===== src/rtl/srsa_pkg.sv =====
// shared types and codes for the scoped register stack allocator
`default_nettype none
package srsa_pkg;

  localparam logic [3:0] OP_ALLOC_LOCAL = 4'd0;
  localparam logic [3:0] OP_ALLOC_TEMP  = 4'd1;
  localparam logic [3:0] OP_FREE_TEMP   = 4'd2;
  localparam logic [3:0] OP_ALLOC_FRAME = 4'd3;
  localparam logic [3:0] OP_FREE_FRAME  = 4'd4;
  localparam logic [3:0] OP_ENTER       = 4'd5;
  localparam logic [3:0] OP_EXIT        = 4'd6;
  localparam logic [3:0] OP_MARK        = 4'd7;
  localparam logic [3:0] OP_UNMARK      = 4'd8;
  localparam logic [3:0] OP_QUERY_LIVE  = 4'd9;
  localparam logic [3:0] OP_QUERY_AVAIL = 4'd10;
  localparam logic [3:0] OP_RESET_TOP   = 4'd11;
  localparam logic [3:0] OP_CLEAR       = 4'd12;

  localparam logic [2:0] ST_OK          = 3'd0;
  localparam logic [2:0] ST_LOCALS_FULL = 3'd1;
  localparam logic [2:0] ST_STACK_FULL  = 3'd2;
  localparam logic [2:0] ST_FRAME_FIT   = 3'd3;
  localparam logic [2:0] ST_SCOPE_FULL  = 3'd4;

  typedef struct packed {
    logic [3:0] operation;
    logic [8:0] position;
    logic [8:0] count;
  } req_t;

  typedef struct packed {
    logic [7:0] register_res;
    logic       answer;
    logic [2:0] status;
    logic [8:0] top_now;
    logic [8:0] locals_now;
  } rsp_t;

endpackage
`default_nettype wire


===== src/rtl/scoped_register_stack_allocator.sv =====
// scoped register stack allocator: sequencer, live map and scope stack
// steps: most operations execute and then hold their result; exit adds a step that restores
// the saved counts; alloc temp probes the live map one register at a time, waiting on each
// read; reset top and clear sweep one register a cycle over the range they clear
// throughput: one item at a time; a new item is taken only after the result is taken
// reset: synchronous rst clears counts and scope level, then a pass clears the live map
`default_nettype none
module scoped_register_stack_allocator #(
  parameter int NUM_REGS    = 256,
  parameter int SCOPE_DEPTH = 16
) (
  input  wire logic           clk,
  input  wire logic           rst,
  input  wire logic           in_valid,
  output      logic           in_ready,
  input  wire srsa_pkg::req_t in_data,
  output      logic           out_valid,
  input  wire logic           out_ready,
  output      srsa_pkg::rsp_t out_data
);
  import srsa_pkg::*;

  localparam int CW = $clog2(NUM_REGS + 1);
  localparam int IW = $clog2(NUM_REGS);
  localparam int WW = ((CW > 9) ? CW : 9) + 1;
  localparam int SW = $clog2(SCOPE_DEPTH + 1);
  localparam int SI = $clog2(SCOPE_DEPTH);
  localparam logic [CW-1:0] NREG = CW'(NUM_REGS);

  localparam logic [2:0] S_IDLE = 3'd0, S_EXEC = 3'd1, S_SCAN1 = 3'd2,
                         S_SCAN2 = 3'd3, S_SWEEP = 3'd4, S_EXIT = 3'd5, S_OUT = 3'd6,
                         S_INIT = 3'd7;

  logic [2:0] state;
  req_t req;
  logic [CW-1:0] local_total, top_of_stack, ptr, lim;
  logic [SW-1:0] scope_level;
  logic live_mem [NUM_REGS];
  logic live_rd, rd_wait;
  logic [IW-1:0] rd_addr, wr_addr;
  logic wr_en, wr_bit;
  logic [2*CW-1:0] scope_saves [SCOPE_DEPTH];
  logic [2*CW-1:0] save_rd;
  rsp_t rsp;

  // position widened past the count width for compares
  logic [WW-1:0] pos_w, sum_w;
  logic pos_ok;
  assign pos_w = WW'(req.position);
  assign pos_ok = pos_w < WW'(NUM_REGS);

  assign in_ready  = (state == S_IDLE);
  assign out_valid = (state == S_OUT);
  assign out_data  = {rsp.register_res, rsp.answer, rsp.status,
                      9'(top_of_stack), 9'(local_total)};

  // while idle the read follows the offered item so queries find their bit ready
  assign rd_addr = (state == S_IDLE) ? IW'(in_data.position) : ptr[IW-1:0];

  always_comb begin
    sum_w = WW'(top_of_stack) + WW'(req.count);
    if (req.operation == OP_FREE_FRAME) sum_w = pos_w + WW'(req.count);
  end

  always_comb begin
    wr_en = 1'b0;
    wr_addr = ptr[IW-1:0];
    wr_bit = 1'b0;
    if (state == S_EXEC && pos_ok
        && (req.operation == OP_MARK || req.operation == OP_UNMARK)) begin
      wr_en = 1'b1;
      wr_addr = pos_w[IW-1:0];
      wr_bit = (req.operation == OP_MARK);
    end else if ((state == S_SWEEP && ptr < lim) || (state == S_INIT && ptr < NREG)) begin
      wr_en = 1'b1;
    end
  end

  // live map: one write and one registered read a cycle
  always_ff @(posedge clk) begin
    if (wr_en) live_mem[wr_addr] <= wr_bit;
    live_rd <= live_mem[rd_addr];
  end

  always_ff @(posedge clk) begin
    if (state == S_EXEC && req.operation == OP_ENTER && scope_level < SW'(SCOPE_DEPTH))
      scope_saves[scope_level[SI-1:0]] <= {local_total, top_of_stack};
    if (state == S_EXEC) save_rd <= scope_saves[SI'(scope_level - SW'(1))];
  end

  always_ff @(posedge clk) begin
    if (rst) begin
      state <= S_INIT;
      local_total <= '0;
      top_of_stack <= '0;
      scope_level <= '0;
      ptr <= '0;
      rd_wait <= 1'b0;
    end else begin
      unique case (state)
        S_INIT:
          if (ptr >= NREG) state <= S_IDLE;
          else ptr <= ptr + CW'(1);
        S_IDLE: if (in_valid) begin
          req <= in_data;
          rsp <= '0;
          state <= S_EXEC;
        end
        S_EXEC: begin
          state <= S_OUT;
          case (req.operation)
            OP_ALLOC_LOCAL:
              if (local_total >= NREG) rsp.status <= ST_LOCALS_FULL;
              else begin
                rsp.register_res <= 8'(local_total);
                local_total <= local_total + CW'(1);
                if (local_total + CW'(1) > top_of_stack) top_of_stack <= local_total + CW'(1);
              end
            OP_ALLOC_TEMP:
              if (top_of_stack >= NREG) rsp.status <= ST_STACK_FULL;
              else begin
                ptr <= top_of_stack;
                rd_wait <= 1'b1;
                state <= S_SCAN1;
              end
            OP_FREE_TEMP:
              if (top_of_stack > local_total) top_of_stack <= top_of_stack - CW'(1);
            OP_ALLOC_FRAME:
              if (sum_w > WW'(NUM_REGS)) rsp.status <= ST_FRAME_FIT;
              else begin
                rsp.register_res <= 8'(top_of_stack);
                top_of_stack <= CW'(sum_w);
              end
            OP_FREE_FRAME:
              if (req.count != 9'd0 && sum_w == WW'(top_of_stack))
                top_of_stack <= CW'(req.position);
            OP_ENTER:
              if (scope_level >= SW'(SCOPE_DEPTH)) rsp.status <= ST_SCOPE_FULL;
              else scope_level <= scope_level + SW'(1);
            OP_EXIT:
              if (scope_level != '0) begin
                scope_level <= scope_level - SW'(1);
                state <= S_EXIT;
              end
            OP_QUERY_LIVE: rsp.answer <= pos_ok && live_rd;
            OP_QUERY_AVAIL:
              rsp.answer <= pos_ok && pos_w >= WW'(top_of_stack) && !live_rd;
            OP_RESET_TOP: begin
              // a target at or above the top sweeps nothing
              ptr <= (pos_w < WW'(local_total)) ? local_total
                   : (pos_w < WW'(top_of_stack)) ? CW'(req.position) : top_of_stack;
              lim <= top_of_stack;
              state <= S_SWEEP;
            end
            OP_CLEAR: begin
              local_total <= '0;
              top_of_stack <= '0;
              scope_level <= '0;
              ptr <= '0;
              lim <= NREG;
              state <= S_SWEEP;
            end
            // mark and unmark go through the live map write port
            default: ;
          endcase
        end
        S_SCAN1:
          if (rd_wait) rd_wait <= 1'b0;
          else if (ptr >= NREG) begin
            ptr <= local_total;
            rd_wait <= 1'b1;
            state <= S_SCAN2;
          end else if (!live_rd) begin
            rsp.register_res <= 8'(ptr);
            top_of_stack <= ptr + CW'(1);
            state <= S_OUT;
          end else begin
            ptr <= ptr + CW'(1);
            rd_wait <= 1'b1;
          end
        S_SCAN2:
          if (rd_wait) rd_wait <= 1'b0;
          else if (ptr >= top_of_stack) begin
            rsp.register_res <= 8'(top_of_stack);
            top_of_stack <= top_of_stack + CW'(1);
            state <= S_OUT;
          end else if (!live_rd) begin
            rsp.register_res <= 8'(ptr);
            state <= S_OUT;
          end else begin
            ptr <= ptr + CW'(1);
            rd_wait <= 1'b1;
          end
        S_SWEEP:
          if (ptr >= lim) begin
            if (req.operation == OP_RESET_TOP) begin
              // lim holds the old top; lower only when target sat below it
              if (WW'(local_total) > pos_w) begin
                if (local_total < lim) top_of_stack <= local_total;
              end else if (pos_w < WW'(lim)) top_of_stack <= CW'(req.position);
            end
            state <= S_OUT;
          end else begin
            ptr <= ptr + CW'(1);
          end
        S_EXIT: begin
          local_total <= save_rd[2*CW-1:CW];
          top_of_stack <= (save_rd[CW-1:0] < save_rd[2*CW-1:CW])
                          ? save_rd[2*CW-1:CW] : save_rd[CW-1:0];
          state <= S_OUT;
        end
        S_OUT: if (out_ready) state <= S_IDLE;
        default: state <= S_IDLE;
      endcase
    end
  end

  a_out_hold: assert property (@(posedge clk) disable iff (rst)
    out_valid && !out_ready |=> out_valid && $stable(out_data))
    else $error("result changed while stalled");
  a_top_range: assert property (@(posedge clk) disable iff (rst)
    top_of_stack <= NREG) else $error("top beyond register file");
  a_scope_range: assert property (@(posedge clk) disable iff (rst)
    scope_level <= SW'(SCOPE_DEPTH)) else $error("scope level overflow");
  a_ready_excl: assert property (@(posedge clk) disable iff (rst)
    !(in_ready && out_valid)) else $error("accepting while result pending");

endmodule
`default_nettype wire


===== config.mk =====
export PLATFORM = sky130hd
export DESIGN_NAME = scoped_register_stack_allocator
export DESIGN_NICKNAME = d
export VERILOG_FILES = /design/src/rtl/srsa_pkg.sv /design/src/rtl/scoped_register_stack_allocator.sv
export SDC_FILE = /design/constraint.sdc
export NUM_CORES = 1
export LEC_CHECK = 0
export ABC_CLOCK_PERIOD_IN_PS = 34900
export BUFFER_PORTS_ARGS = -buffer_cell sky130_fd_sc_hd__clkbuf_2
export CAP_MARGIN = 20
export CORE_MARGIN = 2
export CORE_UTILIZATION = 35
export DETAILED_ROUTE_END_ITERATION = 12
export SYNTH_ARGS = -nofsm -noshare
export SYNTH_HDL_FRONTEND = slang
export SYNTH_SLANG_ARGS = --single-unit

===== constraint.sdc =====
create_clock -name clk -period 34.9 [get_ports clk]
set_input_delay 3.49 -clock clk [delete_from_list [all_inputs] [get_ports clk]]
set_output_delay 3.49 -clock clk [all_outputs]
set_load 0.1 [all_outputs]

==> results of run 1 <==
routing by layer:
layer | share of wire | vias to the layer above | routed length, um | global-route usage
met3 | 0.089 | 163 | 8065 | 0.03282
met4 | 0.032 | 0 | 2868 | 0.06825
met5 | 0 | - | 0 | 0
met2 | 0.45 | 1028 | 41060 | 0.3060
li1 | - | 9941 | - | -
met1 | 0.43 | 10900 | 39020 | 0.2824
cells by family (layout without fill, tap and decap cells):
| group | after synthesis | count (layout) | synth area share |
|---|---|---|---|
| AOI/OAI and AO/OA | 421 | 421 | 0.08733 |
| and+or+nand+nor | 1094 | 1094 | 0.1488 |
| muxes | 120 | 120 | 0.07495 |
| xor gates and xnor gates | 48 | 48 | 0.01395 |
| buffers and inverters | 224 | 336 | 0.02725 |
| DFF | 642 | 642 | 0.6073 |
| adders and majority gates | 100 | 100 | 0.04043 |
registers in the layout, indices dropped and copies added, names as in the netlist:
| signal | cells |
|---|---|
| scope_saves | 288 |
| live_mem | 256 |
| save_rd | 18 |
| req | 13 |
| out_data | 12 |
| lim | 9 |
| local_total | 9 |
| pos_w | 9 |
| ptr | 9 |
| top_of_stack | 9 |
| scope_level | 5 |
| state | 3 |
| live_rd | 1 |
| rd_wait | 1 |
worst max-delay path by stage:
| stage | startpoint | to | slack, ns | cells past startpoint |
|---|---|---|---|---|
| 2_1_floorplan | state[1] | live_mem[0] | 22.09 | 5 |
| 3_3_place_gp | in_data[14] | live_rd | 29.06 | 10 |
| 3_5_place_dp | in_data[14] | live_rd | 29.03 | 10 |
| 4_1_cts | state[1] | out_valid | 29.04 | 3 |
| 5_1_grt | state[1] | out_valid | 28.94 | 3 |
| 6_report | state[1] | out_valid | 28.98 | 3 |
synth_stat cells (5+ instances only):
library cell    n
nor2b_1         5
nand2b_1       15
nand4_1        17
o211ai_1       11
a21oi_1       134
o21ai_1        12
nand3_1       168
xor2_1          7
nand2_1       409
o21ai_0        61
nor2_1        392
o31ai_1         7
a31oi_1        18
a21o_1         28
buf_2           6
o22ai_1         9
a311oi_1       13
buf_1          12
xnor2_1        40
mux4_2         90
dfxtp_1        37
inv_1          59
nor3_1         29
a211oi_1       35
nor3b_1         6
a221oi_1       11
clkbuf_1      139
edfxtp_1      605
mux2_2          5
ha_1           99
mux2i_1        25
a22oi_1        24
nor4_1         26
o2111ai_1       6
o21a_1          6
and3_1          8
cell usage in the layout, fill, tap and decap left out, drive strengths merged, types with 13 or more instances in the layout:
| cell type | count |
|---|---|
| a311oi | 13 |
| a21o | 28 |
| clkinv | 36 |
| nor3 | 29 |
| nand2b | 15 |
| dfxtp | 37 |
| mux4 | 90 |
| ha | 99 |
| nor4 | 26 |
| a211oi | 35 |
| a21oi | 136 |
| nand4 | 17 |
| mux2i | 25 |
| buf | 83 |
| edfxtp | 605 |
| o21ai | 74 |
| a31oi | 18 |
| nand2 | 410 |
| nor2 | 392 |
| xnor2 | 40 |
| a22oi | 24 |
| clkbuf | 145 |
| inv | 67 |
| nand3 | 168 |
metrics by stage:
stage | setup WS [ns] | total power, mW | hold slack (ns)
after global placement | 29.06 | 1.799 | 0.5594
after global routing | 28.94 | 2.635 | 0.6018
after CTS | 29.04 | 2.525 | 0.5713
final | 28.98 | 2.524 | 0.5668
after floorplan | 22.09 | 1.525 | 0.5020
after detailed placement | 29.03 | 1.801 | 0.5610
worst reg2reg max path: cells and delay by family (launching register included):
family | cells | cell delay, ns
XOR/XNOR | 1 | 0.15
buffers and inverters | 2 | 0.34
flip-flops | 1 | 0.59
AND/OR/NAND/NOR | 7 | 1.99
adder cells (fa/ha/maj) | 2 | 0.61
AO/OA/AOI/OAI | 4 | 1.54
where the power goes:
group	switching (mW)	leakage, nW	internal, mW	total (mW)
Sequential	0.0449	5.36	0.898	0.943
Combinational	0.612	5.19	0.247	0.859
Clock	0.314	1.10	0.408	0.722
Total	0.971	11.6	1.55	2.52
final cells by class:
| cell class | count | area share |
|---|---|---|
| repair buffers | 140 | 0.02691 |
| well taps | 1165 | 0.04120 |
| clock inverters | 41 | 0.01057 |
| multi-input cells | 1783 | 0.3269 |
| flip-flops and latches | 642 | 0.5345 |
| clock buffers | 88 | 0.05283 |
| inverters | 67 | 0.007107 |
==> qor.csv, run 1 <==
metric;value;unit
global route total overflow;0;
DP Cell Count;3795;
vias in the first global route;21030;
hold path cells;2;
Pwr Density;71.34;nW/um2
Area contributors post-synth;edfxtp_1 (58%), mux4_2 (6.5%), nand2_1 (4.9%);
Rel. slew slack;0.2533;
Via density;5.611;
clk buf depth;3;
hpwl dp;56.07;mm
row count;109;
Vias;22030;
crit-path leading delay family;flip-flops;
Detail Route Antenna Nets;0;
# Post-CTS Setup Buffers;0;
outcome;complete, no violations;
Hold Violations, Final;0;
share of layout cells above drive strength 1;0.1394;
All-Layer GR Usage;0.1980;
final worst path period need;5.920;ns
CP max-delay cell;dfxtp_1;
Die Y;302.3;um
worst r2r src;req[19];
Wirelength per Cell;23.18;um
CP Class;flip-flop to primary output;
cell area after synthesis;31130;um2
crit path buf inv count;1;
fmax;168.9;MHz
peak per-stage delay on the critical path;0.86;ns
FF+latch count, synth;642;
Setup-failing EPs final;0;
initial drt markers;2670;
Ys Warns;0;
Fillers;8397;
Yosys top cell by area;edfxtp_1;
initial antenna violation count;0;
clk sink count;642;
CP Capture Type;primary output;
Non-Filler Instances;3926;
# DRC;0;
Horiz. Die Dim;302.3;um
post-CTS sizing;0;
# nets final;2830;
worst hold start;scope_level[4];
Num CTS Buffers;70;
RSZ-0062 raised after global routing;false;
area grow syn2layout;13.65;%
GPL Wtd Cong;0.9841;
Cells after Synth;2649;
cell area after layout;35380;um2
fin crit share;0.1696;
Worst EP required;31.41;ns
Reg clk slew, reported paths;0.06;ns
Post-synth EDFFs;605;
Sequential Area;18910;um2
CTS H-Tree Depth;3;
VDD IR max;0.06074;mV
clk_skew;0.03288;ns
num ports;58;
ANT cells;0;
worst-path fanout max;21;
largest net degree at the start of global routing;135;
Placeable Area;88240;um2
register area share after synthesis;0.6073;
CTS tree;done;
Yosys top cell area share;0.5835;
critical path arrival;2.43;ns
Tightest Pin Transition;1.120;ns
# hold bufs at CTS;0;
first drt pass iteration count;6;
I/O Buffers;57;
max cap viols;0;
worst reg2reg path depth;16;
FFs w/ async S/R, synth;0;
final wirelength;91.01;mm
Final Max Tran Viols;0;
first-pass GRT wire length;135.7;mm
multi-input logic area;11570;um2
CP cell instances;nand2_1, nor2_1, clkbuf_2;
clk_lat worst skew;0.62;ns
Syn Nets;2775;
static leakage;11.65;nW
HP Class;flip-flop to flip-flop;
Initial Util;0.3528;
synth unique cells;72;
post-layout util;0.4010;
Reg2Reg Setup Slack;29.33;ns
full die area;91360;um2
placed instance area;33090;um2
startpoint types;flip-flop;
syn_area_per_cell;11.75;um2
WHS Endpoint;scope_level[4];
clock root cell;clkbuf_16;
RR Endpoint;out_data[25];
setup_tns;0;ns
Post-synth top flop;edfxtp_1;
(Power assumes the default switching activity.)
==> inputs of run 2 (changes only) <==
--- a/config.mk
+++ b/config.mk
@@ -5,7 +5,8 @@
 export SDC_FILE = /design/constraint.sdc
 export NUM_CORES = 1
 export LEC_CHECK = 0
-export ABC_CLOCK_PERIOD_IN_PS = 34900
+export ABC_AREA = 1
+export ABC_CLOCK_PERIOD_IN_PS = 5200
 export BUFFER_PORTS_ARGS = -buffer_cell sky130_fd_sc_hd__clkbuf_2
 export CAP_MARGIN = 20
 export CORE_MARGIN = 2
==> constraint.sdc (replaced) <==
create_clock -name clk -period 5.2 [get_ports clk]
set_input_delay 0.52 -clock clk [delete_from_list [all_inputs] [get_ports clk]]
set_output_delay 0.52 -clock clk [all_outputs]
set_load 0.1 [all_outputs]
==> run 2 against run 1 <==
  * Die area is 2.8% higher
  * Highest routed layer unchanged
  * Final cell count is 18% higher
  * Largest power group unchanged
  * Utilization hardly changed
  * Sequential power grew to 6.6 times the previous value
  * Critical path type is now flip-flop to flip-flop
  * Combinational power grew to 6.9 times the previous value
  * Clock skew is 0.0078 ns higher
  * Global-route usage is 0.65 points higher
  * Non-clock buffer count is 1 lower
  * Via count is 13% higher
  * Clock power grew to 7.0 times the previous value
  * Hold slack worse by 0.50 ns
  * First-iteration DRC count is 1.8% lower
==> qor.csv, run 2 <==
metric;value;unit;change
outcome;complete, no violations;;unchanged
post-CTS sizing;0;;unchanged
hpwl dp;61.12;mm;was 56.07 mm
worst setup path endpoint;top_of_stack[0];;was out_valid
share of layout cells above drive strength 1;0.08566;;was 0.1394
Wirelength per Cell;21.09;um;was 23.18 um
synth unique cells;58;;was 72
CP Capture Type;flip-flop;;was primary output
clk buf depth;3;;unchanged
cell area after layout;36240;um2;was 35380 um2
Area contributors post-synth;edfxtp_1 (57%), nand2_1 (8.3%), nor2_1 (7.3%);;was edfxtp_1 (58%), mux4_2 (6.5%), nand2_1 (4.9%)
ANT cells;0;;unchanged
initial antenna violation count;0;;unchanged
Comb power frac;0.346;;was 0.340
CTS tree;done;;unchanged
fmax;238.5;MHz;
clk_lat worst skew;0.64;ns;was 0.62 ns
Vias;24930;;was 22030
worst-path fanout max;18;;was 21
commonest non-fill, non-tap cell in the layout;nand2_1;;was edfxtp_1
Fillers;8866;;was 8397
num ports;58;;unchanged
placed instance area;33870;um2;was 33090 um2
most common cell in the netlist;nand2_1;;was edfxtp_1
global route hottest layer;met2;;unchanged
Placeable Area;90290;um2;was 88240 um2
GPL Wtd Cong;0.9722;;was 0.9841
Setup-failing EPs final;0;;unchanged
FFs w/ async S/R, synth;0;;unchanged
I/O Buffers;57;;unchanged
# hold bufs at CTS;0;;unchanged
# Post-CTS Setup Buffers;0;;unchanged
cell area after synthesis;32020;um2;was 31130 um2
M1 GR Usage;0.2867;;was 0.2824
Post-synth top flop;edfxtp_1;;unchanged
Syn Nets;3475;;was 2775
Yosys top cell area share;0.5673;;was 0.5835
max cap viols;0;;unchanged
Ys Warns;0;;unchanged
setup_tns;0;ns;unchanged
Detail Route Antenna Nets;0;;unchanged
RSZ-0062 raised after global routing;false;;unchanged
Commonest cells post-synth;nand2_1 (707), nor2_1 (623), edfxtp_1 (605), nand3_1 (237), inv_1 (218);;was edfxtp_1 (605), nand2_1 (409), nor2_1 (392), nand3_1 (168), clkbuf_1 (139)
largest net degree at the start of global routing;126;;was 135
clk sink count;642;;unchanged
most frequent cells in the layout;nand2_1 (704), nor2_1 (607), edfxtp_1 (605), nand3_1 (237), inv_1 (217);;was edfxtp_1 (605), nand2_1 (409), nor2_1 (380), nand3_1 (168), a21oi_1 (134)
post-route setup slack;1.007;ns;was 28.98 ns
Num CTS Buffers;71;;was 70
Reg2Reg Setup Slack;1.01;ns;was 29.33 ns
max FFs per register;288;;unchanged
register area share after synthesis;0.5904;;was 0.6073
global route total overflow;0;;unchanged
Worst EP required;5.73;ns;was 31.41 ns
RR Endpoint;top_of_stack[0];;was out_data[25]
Via density;5.396;;was 5.611
Rel. slew slack;0.2563;;was 0.2533
Final Max Tran Viols;0;;unchanged
static leakage;13.44;nW;was 11.65 nW
critical path arrival;4.73;ns;was 2.43 ns
Hold Violations, Final;0;;unchanged
first drt pass iteration count;8;;was 6
VDD IR max;0.3435;mV;was 0.06074 mV
Flop pwr share;0.362;;was 0.374
Psw;6.710;mW;was 970.9 uW
Non-Filler Instances;4620;;was 3926
Yosys top cell by area;edfxtp_1;;unchanged
startpoint types;flip-flop;;unchanged
final worst path period need;4.193;ns;
final wirelength;97.44;mm;was 91.01 mm
total power;17.23;mW;was 2.524 mW
DP Cell Count;4489;;was 3795
FF+latch count, synth;642;;unchanged
sw frac;0.3894;;was 0.3846
Internal Power;10.52;mW;was 1.553 mW
Reg clk slew, reported paths;0.06;ns;about the same
vias in the first global route;23320;;was 21030
clock root cell;clkbuf_16;;unchanged
met3 usage;0.04016;;was 0.03282
CTS H-Tree Depth;3;;unchanged
initial drt markers;2622;;was 2670
Die Y;306.5;um;was 302.3 um
Pwr Density;475.5;nW/um2;was 71.34 nW/um2
Tightest Pin Transition;1.113;ns;was 1.120 ns
# nets final;3516;;was 2830
Critical Path Source;req[19];;was state[1]
first-pass GRT wire length;145.6;mm;was 135.7 mm
row count;110;;was 109
syn_area_per_cell;9.562;um2;was 11.75 um2
area grow syn2layout;13.16;%;was 13.65%
full die area;93930;um2;was 91360 um2
fin crit share;0.8064;;
clk_skew;0.04064;ns;was 0.03288 ns
pre-CTS WS;1.107;ns;was 29.03 ns
Horiz. Die Dim;306.5;um;was 302.3 um
worst reg2reg path depth;21;;was 16
HP Class;input port to flip-flop;;was flip-flop to flip-flop
worst r2r src;req[19];;unchanged
All-Layer GR Usage;0.2045;;was 0.1980
met2 Use GR;0.3146;;was 0.3060
Clk network pwr share;0.292;;was 0.286
Cells after Synth;3349;;was 2649
CP Class;flip-flop to flip-flop;;was flip-flop to primary output
# DRC;0;;unchanged
Initial Util;0.3547;;was 0.3528
Post-synth EDFFs;605;;unchanged
-- run 2: changes by cell type after synthesis, moves of 40 or more --
cell     before  now
a21oi_1     134   94
nor2_1      392  623
o21ai_0      61  209
o32ai_1       1   54
nand2_1     409  707
inv_1        59  218
mux4_2       90    0
nand3_1     168  237
-- run 2: layer usage --
layer	wire length, um	part of all wire
met5	0	0
met3	8121	0.083
met2	43090	0.44
met4	3273	0.034
met1	42960	0.44
-- run 2: critical path, stage by stage (launching register included) --
cell      delay, ns
edfxtp_1       0.45
nor2_1         0.39
nand2_1        0.27
nor2_1         0.20
o21bai_1       0.14
ha_1           0.19
inv_1          0.09
fa_1           0.41
inv_1          0.11
nand3_1        0.09
nand2_1        0.11
nand2_1        0.09
nand2_1        0.11
nand4_1        0.11
nor2_1         0.15
nand3_1        0.09
nand2_1        0.06
nand2_1        0.10
a21oi_2        0.63
nand3_1        0.15
nand2_1        0.09
nor2_1         0.05
-- run 2: how the worst min path moves through the flow --
stage              startpoint             end  depth (start not counted)
6_report           in_data[7]          req[7]                          1
5_1_grt            in_data[2]          req[2]                          1
4_1_cts            in_data[2]          req[2]                          1
3_5_place_dp   scope_level[4]  scope_level[4]                          2
3_3_place_gp   scope_level[4]  scope_level[4]                          2
2_1_floorplan  scope_level[4]  scope_level[4]                          2
-- run 2: cell families after synthesis --
group,share of synthesized area
DFF,0.5904
muxes,0.005939
and+or+nand+nor,0.2090
buffers and inverters,0.04888
xor gates and xnor gates,0.006173
AOI/OAI and AO/OA,0.1003
adders and majority gates,0.03930
-- run 2: power groups by stage --
stage / logic, mW / registers [mW] / clock network, mW
floorplan: 3.49 / 6.76 / 0
global placement: 5.80 / 6.34 / 0
detailed placement: 5.86 / 6.33 / 0
CTS: 5.89 / 6.22 / 5.11
global route: 6.56 / 6.24 / 5.28
finish: 5.96 / 6.24 / 5.03
-- run 2: through the flow --
stage	util	hold slack, ns
2_1_floorplan	-	0.4628
3_3_place_gp	0.3748	0.4899
3_5_place_dp	0.3751	0.5098
4_1_cts	0.4006	0.02485
5_1_grt	0.4014	0.03391
6_report	0.4014	0.06371
-- run 2: final cells by class --
cell class | count | area, um2 | share of cell area
sequential | 642 | 18910 | 0.5219
multi-input combinational | 2297 | 11660 | 0.3216
clock buffer | 93 | 1923 | 0.05307
tap | 1176 | 1471 | 0.04060
timing repair buffer | 139 | 1002 | 0.02765
inverter | 239 | 899.6 | 0.02482
clock inverter | 34 | 375.4 | 0.01036
